File: src/design/q24alu_pkg.sv
// shared types and constants for the q24.8 fixed-point alu
// no dependencies; imported by every module of the block
package q24alu_pkg;

    localparam int QA_FRAC_BITS = 8;
    localparam int QA_DATA_W    = 32;

    typedef enum logic [3:0] {
        FN_ADD = 4'd0,
        FN_SUB = 4'd1,
        FN_MUL = 4'd2,
        FN_DIV = 4'd3,
        FN_INC = 4'd4,
        FN_DEC = 4'd5,
        FN_GT  = 4'd6,
        FN_LT  = 4'd7,
        FN_GE  = 4'd8,
        FN_LE  = 4'd9,
        FN_EQ  = 4'd10,
        FN_NE  = 4'd11,
        FN_MIN = 4'd12,
        FN_MAX = 4'd13,
        FN_I2F = 4'd14,
        FN_F2I = 4'd15
    } func_t;

    // per-stage control that rides along the cell chain
    typedef struct packed {
        logic valid;
        logic is_mul;
        logic is_div;
        logic neg;
        logic cmp;
        logic dz;
    } ctrl_t;

endpackage

File: src/design/q24alu_front.sv
// front stage: decodes the opcode, does every operation but the divide, including the
// multiply, and sets up the divider operands; depends on q24alu_pkg
module q24alu_front
    import q24alu_pkg::*;
#(
    parameter int FRAC_BITS = QA_FRAC_BITS
) (
    input  logic                  aclk,
    input  logic                  aresetn,
    input  logic                  en,
    input  logic                  in_valid,
    input  func_t                 in_func,
    input  logic [31:0]           in_a,
    input  logic [31:0]           in_b,
    output ctrl_t                 out_ctrl,
    output logic [31:0]           out_res,
    output logic [32+FRAC_BITS-1:0] out_nq,
    output logic [31:0]           out_d
);

    localparam int NW = 32 + FRAC_BITS;

    ctrl_t              ctrl_reg, ctrl_next;
    logic [31:0]        res_reg, res_next;
    logic signed [63:0] prod_reg, prod_next;
    logic [NW-1:0]      nq_reg, nq_next;
    logic [31:0]        d_reg, d_next;
    logic signed [31:0] sa, sb;
    logic               lt, eq;

    always_comb begin
        sa = $signed(in_a);
        sb = $signed(in_b);
        lt = sa < sb;
        eq = in_a == in_b;
        prod_next = sa * sb;
        nq_next = {(in_a[31] ? 32'(32'd0 - in_a) : in_a), {FRAC_BITS{1'b0}}};
        d_next  = in_b[31] ? 32'(32'd0 - in_b) : in_b;
        ctrl_next        = '0;
        ctrl_next.valid  = in_valid;
        ctrl_next.is_mul = in_func == FN_MUL;
        ctrl_next.is_div = in_func == FN_DIV;
        ctrl_next.neg    = in_a[31] ^ in_b[31];
        ctrl_next.dz     = (in_func == FN_DIV) && (in_b == 32'd0);
        res_next = '0;
        unique case (in_func)
            FN_ADD: res_next = in_a + in_b;
            FN_SUB: res_next = in_a - in_b;
            FN_INC: res_next = in_a + 32'd1;
            FN_DEC: res_next = in_a - 32'd1;
            FN_GT:  ctrl_next.cmp = !lt && !eq;
            FN_LT:  ctrl_next.cmp = lt;
            FN_GE:  ctrl_next.cmp = !lt;
            FN_LE:  ctrl_next.cmp = lt || eq;
            FN_EQ:  ctrl_next.cmp = eq;
            FN_NE:  ctrl_next.cmp = !eq;
            FN_MIN: res_next = (lt || eq) ? in_a : in_b;
            FN_MAX: res_next = !lt ? in_a : in_b;
            FN_I2F: res_next = in_a << FRAC_BITS;
            FN_F2I: res_next = 32'(sa >>> FRAC_BITS);
            default: res_next = '0;
        endcase
    end

    always_ff @(posedge aclk) begin
        if (!aresetn) begin
            ctrl_reg <= '0;
        end else if (en) begin
            ctrl_reg <= ctrl_next;
        end
        if (en) begin
            res_reg  <= res_next;
            prod_reg <= prod_next;
            nq_reg   <= nq_next;
            d_reg    <= d_next;
        end
    end

    // the multiply result is the product shifted by the fraction width
    assign out_ctrl = ctrl_reg;
    assign out_res  = ctrl_reg.is_mul ? prod_reg[FRAC_BITS+31:FRAC_BITS] : res_reg;
    assign out_nq   = nq_reg;
    assign out_d    = d_reg;

endmodule

File: config.mk
export PLATFORM = sky130hd
export DESIGN_NAME = q24alu_front
export DESIGN_NICKNAME = d
export VERILOG_FILES = /design/src/design/q24alu_pkg.sv /design/src/design/q24alu_front.sv
export SDC_FILE = /design/constraint.sdc
export NUM_CORES = 2
export LEC_CHECK = 0
export BUFFER_PORTS_ARGS = -buffer_cell sky130_fd_sc_hd__buf_2
export CORE_MARGIN = 5
export CORE_UTILIZATION = 64
export CTS_CLUSTER_SIZE = 28
export DETAILED_ROUTE_END_ITERATION = 7
export PLACE_DENSITY = 0.81
export SYNTH_ARGS = -nofsm -noshare
export SYNTH_HDL_FRONTEND = slang
export SYNTH_SLANG_ARGS = --single-unit
File: constraint.sdc
create_clock -name aclk -period 21.9 [get_ports aclk]
set_input_delay 4.38 -clock aclk [delete_from_list [all_inputs] [get_ports aclk]]
set_output_delay 4.38 -clock aclk [all_outputs]
set_load 0.02 [all_outputs]
# After elaboration in Yosys (flattened, before gate mapping)
# Cells that the tools add are included.
[word_totals]
out_inout_bits = 110
in_bits = 72
elab_cells = 51
reg_bits = 142
[classes]
n_reduce_logical = 7
n_addsub = 6
eq_ne = 16
n_mul = 1
bitwise_logic = 1
n_lt_le_gt_ge = 1
muxes = 7
[op_table]
columns = ["cell", "n"]
rows = [
  ["$pmux 32 s8", 1],
  ["$mux 32", 3],
  ["$sub 1x32->32 const A", 2],
  ["$mux 31", 2],
  ["$mul 32x32->40", 1],
  ["$add 32x1->32 const B", 1],
  ["$add 32x32->32", 1],
  ["$eq 32x32->1", 1],
  ["$eq 4x4->1 const B", 8],
  ["$logic_not 32->1", 1],
  ["$lt 32x32->1", 1],
  ["$sub 32x1->32 const B", 1],
  ["$sub 32x32->32", 1],
  ["$eq 4x3->1 const B", 4],
  ["$eq 4x2->1 const B", 2],
  ["$pmux 1 s6", 1],
  ["$eq 4x1->1 const B", 1],
  ["$logic_not 4->1", 1],
  ["$logic_and 1x1->1", 2],
  ["$logic_not 1->1", 2],
  ["$logic_or 1x1->1", 1],
  ["$xor 1x1->1", 1],
]

# Logic depth before layout (Yosys ltp)
[logic_depth]
word_depth = 4
ltp_mapped = 28
depth_no_buf = 26

# Worst setup path after synthesis
# No wires, ideal clock.
[synth_timing]
kind = "input-to-reg"
start = "input in_b[8]"
end = "register prod_reg[37] (data pin)"
setup_time_ns = 0.262
arrival_ns = 11.265
t_required_ns = 21.638
cell_stages = 28
path_buffers = 3
setup_slack_ns = 10.373
path_cell_list = "clkbuf_1 clkbuf_1 buf_1 nand2_1 fa_1 inv_1 fa_1 fa_1 inv_1 fa_1 inv_1 fa_1 ha_1 fa_1 inv_1 fa_1 inv_1 ha_1 and3_1 or2_2 o311ai_0 or2_2 a211oi_1 nor2_1 o21ai_0 a211oi_1 o21bai_1 xor2_1"
[synth_via]
elab_chain_cells = 1
[synth_rtl]
columns = ["item", "line_no", "text"]
rows = [
  ["from (decl)", "q24alu_front.sv:14", "input logic [31:0] in_b,"],
  ["$mul 32x32->40", "q24alu_front.sv:36", "prod_next = sa * sb;"],
  ["net prod_next[37]", "q24alu_front.sv:25", "logic signed [63:0] prod_reg, prod_next;"],
  ["to (signal assigned)", "q24alu_front.sv:73", "prod_reg <= prod_next;"],
  ["to (decl)", "q24alu_front.sv:25", ""],
]
# The timed path passes the listed nets, and every way through them passes these cells.
# A chain may end at the register's enable or synchronous reset.

# Final worst setup path
[layout_timing]
start = "input in_a[1]"
end = "register prod_reg[39] (data pin)"
[layout_via]
elab_chain_cells = 1
[layout_rtl]
columns = ["item", "line_no", "text"]
rows = [
  ["from (decl)", "q24alu_front.sv:13", "input logic [31:0] in_a,"],
  ["$mul 32x32->40", "q24alu_front.sv:36", ""],
  ["net prod_next[39]", "q24alu_front.sv:25", ""],
]
# The timed path passes the listed nets, and every way through them passes these cells.

==> metrics.md <==
| Metric | Value |
|---|---|
| Status | finished clean |
| RSZ-0062 raised after global routing | false |
| CP Buf/Inv Count | 6 |
| Initial antenna violation count | 1 |
| CTS resizes | 0 |
| Mapped Cells | 3723 |
| Core outline area | 52800 um2 |
| Hold Crit Class | flip-flop to flip-flop |
| Critical path capture point type | flip-flop |
| Most used cell, CP | fa_1 |
| Dpl cell area | 35300 um2 |
| Minimum clock period after layout | 12.76 ns |
| Routed vias/inst | 6.11 |
| Ys flop type | edfxtp_1 |
| Setup-failing EPs final | 0 |
| # rows | 84 |
| Reg2Reg Launch Point | out_ctrl[4] |
| GRT Resource Usage Total | 36.4% |
| Syn Area/Cell | 9.17 um2 |
| Max stage delay cell, worst path | a211oi_1 |
| Worst-path clk slew | 0.07 ns |
| Critical path fanouts, max | 23 |
| Pre-antenna DRT Iters | 7 |
| Post-Place Setup Slack | 8.74 ns |
| Pin count of the biggest net entering global routing | 73 |
| Clock Root Buffer | clkbuf_16 |
| ANT nets after route | 0 |
| Wire length per cell | 23.4 um |
| Yosys warns | 0 |
| Final Net Count | 4691 |
| Final Worst Setup Slack | 9.14 ns |
| Initial Utilization | 64.7% |
| Io pins | 182 |
| Share of cells above drive strength 1 | 8.19% |
| Seq/Total Area, Yosys | 11.6% |
| Final Non-Filler Cells | 4438 |
| 1st-iter DRT viols | 3119 |
| Synth area leader | fa_1 |
| Final WL | 104000 um |
| Delay-heaviest family, CP | adder cells |
| Seq cells post-synth | 134 |
| Crit path arrival time | 13.00 ns |
| Layout Area Growth over Synthesis | 5.12% |
| Setup_tns | 0 ns |
| Via Count | 27100 |
| Area contributors post-synth | fa_1 38%, edfxtp_1 11%, ha_1 8.8% |
| Startpoint types | input port |
| Die Y | 241 um |
| Maximum buffer depth of the clock tree | 2 |
| Residual DRC count | 0 |
| CP Launch Point | in_a[1] |
| GR Overflow Total | 0 |
| Commonest non-fill, non-tap cells in the layout | 721 x inv_1, 644 x fa_1, 401 x nand2_1 |
| CTS buffer count | 17 |
| Final design area excluding fillers | 35900 um2 |
| CTS tree | built |
| Placed cells | 4405 |
| Worst slew pin tran | 1.36 ns |
| Synth unique cells | 83 |
| Hold wc startpoint | out_ctrl[0] |
| Achievable frequency | 78.4 MHz |
| First-pass GRT wire length | 160000 um |
| Routability cong. | 0.994 |
| CP required | 22.15 ns |
| Netlist Area Pre-Place | 34200 um2 |
| Post-CTS Setup Inserts | 0 |
| Post-synth EDFFs | 128 |
| Vias in the first global route | 28100 |
| Slew Limit Fails | 0 |
| Worst skew pair latency | 0.50 ns |
| Full die area | 58100 um2 |
| Skew final | 0 ns |
| Area share of the largest cell type after synthesis | 37.8% |
| Die W | 241 um |
| Number of max-cap violations | 0 |
| Final period util | 58.2% |
| Slowest stage delay, CP | 0.91 ns |
| CP Class | input port to flip-flop |
| # H-tree levels | 4 |
| Hold Fails Final Rpt | 0 |
| Clock Sink Count | 134 |
| Commonest non-fill, non-tap cell in the layout | inv_1 |
| Cts hold-fix bufs | 0 |
| Slew headroom | 7.28% |
| Detail Placement HPWL | 77500 um |
| Buffers on Ports | 173 |
| Ys async rst share | 0% |
-- routing by layer --
layer  GRT usage (%)  up-vias  wire length, um
met5               0        -                0
met4            21.7        0             7520
met3            8.56      410            12500
met2            57.9     1769            47700
met1            45.7    13400            36200
li1                -    11500                -
-- stage by stage --
stage | utilization (%) | hold WS (ns)
after floorplan | - | 0.543
after global placement | 67.0 | 0.457
after detailed placement | 67.0 | 0.458
after CTS | 68.0 | 0.469
after global routing | 68.0 | 0.505
final | 68.0 | 0.469
-- worst register-to-register path, delay by kind of cell (launching register included) --
| family | cells | cell delay [ns] |
|---|---|---|
| compound gates | 1 | 0.19 |
| flops | 1 | 1.05 |
| simple gates | 1 | 0.11 |
-- kinds of logic after synthesis --
group / count (synthesis) / synth area share, %
AO/OA/AOI/OAI: 402 / 8.07
XOR/XNOR: 210 / 5.39
adder cells (fa/ha/maj): 883 / 46.5
buffers and inverters: 951 / 10.6
flip-flops: 134 / 11.6
multiplexers: 43 / 1.39
other: 1 / 0.0110
AND/OR/NAND/NOR: 1099 / 16.4
-- cells in the mapped netlist, types with 11 or more instances --
cell and count:
inv_1 721, fa_1 644, nand2_1 401, and2_1 386, ha_1 239, clkbuf_1 202
xnor2_1 180, edfxtp_1 128, nor2_1 115, o21ai_0 104, a21oi_1 79, a21o_1 42
nand2b_1 35, mux2_2 32, xor2_1 30, nand3_1 29, nor3_1 28, a221o_1 19
nand4_1 19, o21a_1 16, or3_1 16, a22oi_1 15, and3_1 14, o31ai_1 13
buf_1 12, nor2b_1 12, a221oi_1 11
-- final timing paths --
kind                            slack (ns)  depth (start not counted)      endpoint
worst max-delay path                  9.14                         26  prod_reg[39]
worst min register to register        0.47                          2   out_ctrl[0]
worst max register to register       20.48                          2   out_ctrl[4]
worst min-delay path                  0.47                          2   out_ctrl[0]
-- area by class of cell --
| cell class | count | area (um2) |
|---|---|---|
| antenna | 1 | 2.50 |
| clock buffer | 17 | 425 |
| clock inverter | 15 | 136 |
| fill | 4131 | 16900 |
| inverter | 724 | 2720 |
| multi-input combinational | 2645 | 26600 |
| sequential | 134 | 3970 |
| tap | 688 | 861 |
| timing repair buffer | 214 | 1180 |
Power is not shown: default switching activity piles up to over one toggle a cycle in this logic, so the estimate is an artifact.
