File: config.mk
export PLATFORM = sky130hd
export DESIGN_NAME = q24alu_div_cell
export DESIGN_NICKNAME = d
export VERILOG_FILES = /design/src/design/q24alu_pkg.sv /design/src/design/q24alu_div_cell.sv
export SDC_FILE = /design/constraint.sdc
export NUM_CORES = 1
export LEC_CHECK = 0
export BUFFER_PORTS_ARGS = -buffer_cell sky130_fd_sc_hd__buf_2
export CORE_UTILIZATION = 51
export DETAILED_ROUTE_END_ITERATION = 8
export GPL_TIMING_DRIVEN = 1
export HOLD_SLACK_MARGIN = 0.03
export PLACE_DENSITY = 0.89
export SLEW_MARGIN = 20
export SYNTH_ARGS = -nofsm -noshare
export SYNTH_HDL_FRONTEND = slang
export SYNTH_SLANG_ARGS = --single-unit
File: constraint.sdc
create_clock -name aclk -period 8.5 [get_ports aclk]
set_input_delay 0.425 -clock aclk [delete_from_list [all_inputs] [get_ports aclk]]
set_output_delay 0.425 -clock aclk [all_outputs]
set_load 0.02 [all_outputs]
File: src/design/q24alu_pkg.sv
// shared types and constants for the q24.8 fixed-point alu
// no dependencies; imported by every module of the block
package q24alu_pkg;

    localparam int QA_FRAC_BITS = 8;
    localparam int QA_DATA_W    = 32;

    typedef enum logic [3:0] {
        FN_ADD = 4'd0,
        FN_SUB = 4'd1,
        FN_MUL = 4'd2,
        FN_DIV = 4'd3,
        FN_INC = 4'd4,
        FN_DEC = 4'd5,
        FN_GT  = 4'd6,
        FN_LT  = 4'd7,
        FN_GE  = 4'd8,
        FN_LE  = 4'd9,
        FN_EQ  = 4'd10,
        FN_NE  = 4'd11,
        FN_MIN = 4'd12,
        FN_MAX = 4'd13,
        FN_I2F = 4'd14,
        FN_F2I = 4'd15
    } func_t;

    // per-stage control that rides along the cell chain
    typedef struct packed {
        logic valid;
        logic is_mul;
        logic is_div;
        logic neg;
        logic cmp;
        logic dz;
    } ctrl_t;

endpackage

File: src/design/q24alu_div_cell.sv
// one cell of the divider chain: resolves one quotient bit per item by
// restoring compare-subtract and passes the rest along; depends on q24alu_pkg
module q24alu_div_cell
    import q24alu_pkg::*;
#(
    parameter int NW = 32 + QA_FRAC_BITS
) (
    input  logic          aclk,
    input  logic          aresetn,
    input  logic          en,
    input  ctrl_t         in_ctrl,
    input  logic [31:0]   in_res,
    input  logic [NW-1:0] in_nq,
    input  logic [31:0]   in_rem,
    input  logic [31:0]   in_d,
    output ctrl_t         out_ctrl,
    output logic [31:0]   out_res,
    output logic [NW-1:0] out_nq,
    output logic [31:0]   out_rem,
    output logic [31:0]   out_d
);

    ctrl_t         ctrl_reg;
    logic [31:0]   res_reg;
    logic [NW-1:0] nq_reg, nq_next;
    logic [31:0]   rem_reg, rem_next;
    logic [31:0]   d_reg;
    logic [32:0]   trial, diff;
    logic          take;

    // dividend bits leave at the top, quotient bits enter at the bottom
    always_comb begin
        trial    = {in_rem, in_nq[NW-1]};
        diff     = trial - {1'b0, in_d};
        take     = trial >= {1'b0, in_d};
        rem_next = take ? diff[31:0] : trial[31:0];
        nq_next  = {in_nq[NW-2:0], take};
    end

    always_ff @(posedge aclk) begin
        if (!aresetn) begin
            ctrl_reg <= '0;
        end else if (en) begin
            ctrl_reg <= in_ctrl;
        end
        if (en) begin
            res_reg <= in_res;
            nq_reg  <= nq_next;
            rem_reg <= rem_next;
            d_reg   <= in_d;
        end
    end

    assign out_ctrl = ctrl_reg;
    assign out_res  = res_reg;
    assign out_nq   = nq_reg;
    assign out_rem  = rem_reg;
    assign out_d    = d_reg;

endmodule

== Word-level counts from Yosys, hierarchy flattened ==
Cells that the tools add are included.

* Register bits after elaboration: 142
* Output and inout bits: 142

* Add/sub/neg operators: 1
* $lt $le $gt $ge: 1
* Mux-type cells: 1

{| class="wikitable"
|+ Operator list
! cell !! number
|-
| 33-bit by 32-bit greater-or-equal comparator with 1-bit output || 1
|-
| 32-bit 2-to-1 mux || 1
|-
| 32-bit subtractor || 1
|}

== Logic depth before layout (Yosys ltp) ==
* Depth after elaboration: 2
* Gate-level depth with buffers: 13
* Gate-level depth less buffers: 12

== Worst setup path after synthesis ==
No wires, ideal clock.

* Path type: input port to flip-flop
* From: input port in_d[18]
* To: register rem_reg[13] (netlist: out_rem[13]), data pin
* Setup time: 0.262 ns
* Data arrival time: 2.980 ns
* Data required time: 8.238 ns
* Slack: 5.258 ns
* Cell stages on the path: 12
* Path buffers: 2
* Cells stage by stage: inv_1 ha_1 clkbuf_1 nand4_1 or4_1 a21oi_1 nor3_1 a211oi_2 o21ai_2 o31ai_4 buf_6 mux2_1

* Word-level cells in the longest chain between the ends: 2

{| class="wikitable"
|+ RTL lines
! item !! RTL line !! text
|-
| from (decl) || q24alu_div_cell.sv:15 || <nowiki>input logic [31:0] in_d,</nowiki>
|-
| 33-bit by 32-bit greater-or-equal comparator with 1-bit output || q24alu_div_cell.sv:35 || <nowiki>take = trial >= {1'b0, in_d};</nowiki>
|-
| 32-bit 2-to-1 mux || q24alu_div_cell.sv:36 || <nowiki>rem_next = take ? diff[31:0] : trial[31:0];</nowiki>
|-
| via rem_next[13] || q24alu_div_cell.sv:26 || <nowiki>logic [31:0] rem_reg, rem_next;</nowiki>
|-
| to (signal assigned) || q24alu_div_cell.sv:49 || <nowiki>rem_reg <= rem_next;</nowiki>
|-
| to (decl) || q24alu_div_cell.sv:26 ||
|}

The timed path passes the listed nets, and every way through them passes these cells.
A chain may end at the register's enable or synchronous reset.

== Worst setup path after layout ==
* From: input port in_d[15]
* To: register rem_reg[6] (netlist: out_rem[6]), data pin

The elaborated chain is that of the path after synthesis.

==> impl_results.rst <==
.. list-table::
   :header-rows: 1

   * - Metric
     - Value
   * - H-tree depth
     - 4
   * - Post-DRT Antenna Nets
     - 0
   * - Count of clock tree sinks
     - ~140
   * - Sequence of cells on the critical path
     - buf_2, inv_1, ha_1, nand4_1, or4_1, a21oi_1, nor3_1, a211oi_2, o21ai_2, o31ai_4, buf_4, mux2_2
   * - Number of nets in the layout
     - 966
   * - Placement Rows
     - 40
   * - Horiz. Die Dim
     - between 100 and 150 um
   * - Number of enable flip-flop cells after synthesis
     - 136
   * - Most common cell after layout, fill and taps aside
     - sky130_fd_sc_hd__buf_2
   * - Sequential fraction of design power
     - 0.439
   * - Count of final setup violators
     - 0
   * - Ys async rst share
     - 0
   * - Highest-count cells in the layout ignoring fill and taps
     - sky130_fd_sc_hd__buf_2 (285), sky130_fd_sc_hd__edfxtp_1 (136), sky130_fd_sc_hd__a21oi_1 (57), sky130_fd_sc_hd__inv_1 (38), sky130_fd_sc_hd__nor2_1 (36)
   * - Critical Path RT
     - 8670 ps
   * - I/O pin cnt
     - 287
   * - Detailed Route Iter0 Violations
     - about 430
   * - Vias per cell
     - 5.29
   * - Die height
     - 115 um
   * - Clk Latency, worst-skew pair
     - between 400 and 500 ps
   * - Area delta synth->final
     - 32.9%
   * - Buffer type at the clock tree root
     - sky130_fd_sc_hd__clkbuf_16
   * - Count of endpoints failing hold in the final timing report
     - 0
   * - Mean routed wirelength per cell
     - around 19 um
   * - Worst slack on hold paths
     - between 150 and 200 ps
   * - Pwr/cell area
     - 228 nW/um^2
   * - TritonCTS clock tree
     - done
   * - Setup repair after global routing missed its margin
     - false
   * - Total clock buffers created by CTS
     - 17
   * - Number of storage elements in the synthesis netlist
     - 142
   * - Leakage
     - 3.90 nW
   * - Type of the tightest min-delay check
     - input port to flip-flop
   * - Count of hold buffers inserted by post-cts repair
     - 0
   * - Routability congestion estimate
     - 0.873
   * - Number of DRC violations after detailed routing
     - 0
   * - Net Sw Power
     - ~0.00056 W
   * - HPWL Detailed
     - 14300 um
   * - Maximum count of clock buffers along a single path
     - 2
   * - Number of maximum-capacitance constraint violations
     - 0
   * - Minimum clock period after layout
     - a little under 4000 ps
   * - Maximum clock frequency
     - 255 MHz
   * - Slew at the pin closest to its max-slew limit
     - between 1000 and 1500 ps
   * - Final wirelength
     - 18400 um
   * - Average cell area after synthesis
     - 13.1 sq um
   * - Number of unique standard cell types used by synthesis
     - 48
   * - Largest net degree at the start of global routing
     - 91
   * - Seq/Total Area, Yosys
     - 0.646
   * - Worst path bufs/invs
     - 3
   * - Cells after synthesis
     - about 500
   * - Met2 Use GR
     - 0.470
   * - Dominant cells by area after synthesis
     - sky130_fd_sc_hd__edfxtp_1 (63%), sky130_fd_sc_hd__ha_1 (6.2%), sky130_fd_sc_hd__a21oi_1 (4.4%)
   * - Synth Warn #
     - 0
   * - Core Footprint
     - roughly 12000 sq um
   * - Post-CTS Setup Inserts
     - 0
   * - Total inserted antenna cells
     - 0
   * - Initial antenna violation count
     - 5
   * - Most used DFF post-synth
     - sky130_fd_sc_hd__edfxtp_1
   * - Clock skew after layout
     - 0 ps
   * - Critical-path top delay cell
     - sky130_fd_sc_hd__o31ai_4
   * - Global-route congestion overflow total
     - 0
   * - Met3 track demand over resource in global routing
     - 0.0949
   * - Capturing element type of the critical path
     - flip-flop
   * - First-pass GRT wire length
     - approximately 26000 um
   * - Category of cells accounting for the largest share of critical-path delay
     - compound AO/OA/AOI/OAI gates
   * - Detailed-routing iteration count for the pre-antenna-repair pass
     - 4
   * - Number of vias in the routed layout
     - 5123
   * - Gate power share
     - 0.200
   * - Final critical-path share of the clock period
     - 0.462
   * - Final Util
     - 0.708
   * - Clock input transition at the sequential cells of the worst setup and hold paths
     - around 60 ps
   * - Overall track demand over capacity in global routing
     - 0.281
   * - Path type of the worst setup path
     - input port to flip-flop
   * - Crit-path max cell delay
     - between 800 and 900 ps
   * - Cell type contributing the most total cell area after synthesis
     - sky130_fd_sc_hd__edfxtp_1
   * - Worst rel slew slack
     - 0.311
   * - R2R Setup Slk
     - 7860 ps
   * - Peak supply drop
     - 0.170 mV
   * - Post-Syn Nets
     - approximately 680
   * - Number of buffers added on ports
     - 286
   * - Most utilized layer in the global route result
     - met2
   * - Initial standard-cell utilization of the core
     - 0.533
   * - Max Slew Vio Count
     - 0
   * - Net Sw Frac
     - 0.284
   * - Status
     - finished, final reports clean
   * - Arrival time worst endpoint
     - just over 4000 ps
   * - Area share of the largest cell type after synthesis
     - 0.628
   * - Proportion of power drawn by the clock network
     - 0.361
   * - CP Launch Type
     - input port
   * - Sum Neg Setup Slack
     - 0 ps
   * - Area of the die
     - 13200 sq um
   * - Share of post-route cells with drive strength above 1
     - 0.408
   * - Internal Power
     - 0.00141 W
   * - Global-route met1 utilization
     - 0.335
   * - Largest fanout on the critical path
     - 28
   * - Number of global-route vias before repair
     - 4834
   * - Number of gates given a new drive strength after cts
     - 0
   * - Netlist Area Pre-Place
     - approximately 6500 sq um
[synthesized netlist by cell type (2+ instances only)]
master,instances
sky130_fd_sc_hd__nor2b_1,9
sky130_fd_sc_hd__nor2_1,36
sky130_fd_sc_hd__clkbuf_1,10
sky130_fd_sc_hd__inv_1,38
sky130_fd_sc_hd__and2_1,3
sky130_fd_sc_hd__dfxtp_1,6
sky130_fd_sc_hd__mux2_2,6
sky130_fd_sc_hd__o2111ai_1,2
sky130_fd_sc_hd__edfxtp_1,136
sky130_fd_sc_hd__nand2_1,27
sky130_fd_sc_hd__mux2_1,4
sky130_fd_sc_hd__a311oi_1,2
sky130_fd_sc_hd__ha_1,32
sky130_fd_sc_hd__nand3_1,8
sky130_fd_sc_hd__nand2b_1,3
sky130_fd_sc_hd__a21oi_1,57
sky130_fd_sc_hd__nor3_1,2
sky130_fd_sc_hd__a211oi_1,3
sky130_fd_sc_hd__xnor2_1,14
sky130_fd_sc_hd__buf_4,4
sky130_fd_sc_hd__a31oi_1,2
sky130_fd_sc_hd__nor4_1,4
sky130_fd_sc_hd__o211ai_1,4
sky130_fd_sc_hd__or4_1,2
sky130_fd_sc_hd__mux2i_1,7
sky130_fd_sc_hd__xor2_1,13
sky130_fd_sc_hd__o21bai_1,3
sky130_fd_sc_hd__o22ai_1,2
sky130_fd_sc_hd__buf_2,2
sky130_fd_sc_hd__o21a_1,6
sky130_fd_sc_hd__o21ai_0,15
sky130_fd_sc_hd__a21o_1,13
sky130_fd_sc_hd__nand4_1,8
[layer usage]
| metal | vias up | wire, um | part of all wire |
|---|---|---|---|
| met2 | 233 | 9080 | 0.49 |
| met4 | 4 | 368 | 0.020 |
| li1 | 2423 | - | - |
| met1 | 2432 | 7230 | 0.39 |
| met5 | - | 27 | 0.0015 |
| met3 | 31 | 1650 | 0.090 |
[sequential cells by signal (all words and copies together), names as in the netlist]
| register | count |
|---|---|
| out_nq | 40 |
| out_res | 32 |
| out_ctrl | 6 |
| out_rem | 32 |
| out_d | 32 |
[worst paths after layout]
check                    from           to  cells after the start
hold reg to reg   out_ctrl[4]  out_ctrl[4]                      2
setup reg to reg  out_ctrl[3]  out_ctrl[3]                      2
setup / recovery     in_d[15]   out_rem[6]                     12
hold / removal      in_nq[24]   out_nq[25]                      1
[area by class of cell]
type	count	area, sq um
fill	895	3560
sequential	142	4200
tap	168	210
clock buffer	23	500
inverter	38	143
clock inverter	9	67.6
multi-input combinational	301	2070
timing repair buffer	288	1450
[worst reg2reg max path, delay by kind of cell (launching register included)]
family           cells  cell delay, ps
flip-flops           1             310
multiplexers         1             140
AND/OR/NAND/NOR      1              70
[power by group through the flow]
stage	logic, W	registers (W)	clock network [W]
final	0.000394	0.000866	0.000713
after global routing	0.000424	0.000872	0.000749
after CTS	0.000393	0.000867	0.000721
after detailed placement	0.000390	0.000881	0
after global placement	0.000383	0.000879	0
after floorplan	0.000150	0.000970	0
[stage by stage]
stage | power, W | instance area [sq um] | setup WS, ps | std cells
floorplan | 0.00112 | 6500 | 5260 | 498
CTS | 0.00198 | 8650 | 4560 | 969
finish | 0.00197 | 8650 | 4580 | 969
detailed placement | 0.00127 | 8080 | 4110 | 937
global route | 0.00205 | 8650 | 4220 | 969
global placement | 0.00126 | 8080 | 4320 | 937
[cells by family after synthesis]
kind of cell | synth area share
DFF | 0.646
AOI/OAI and AO/OA | 0.113
and+or+nand+nor | 0.0756
buffers and inverters | 0.0356
adders and majority gates | 0.0646
xor gates and xnor gates | 0.0364
muxes | 0.0281
Power figures use the tool's default switching activity.
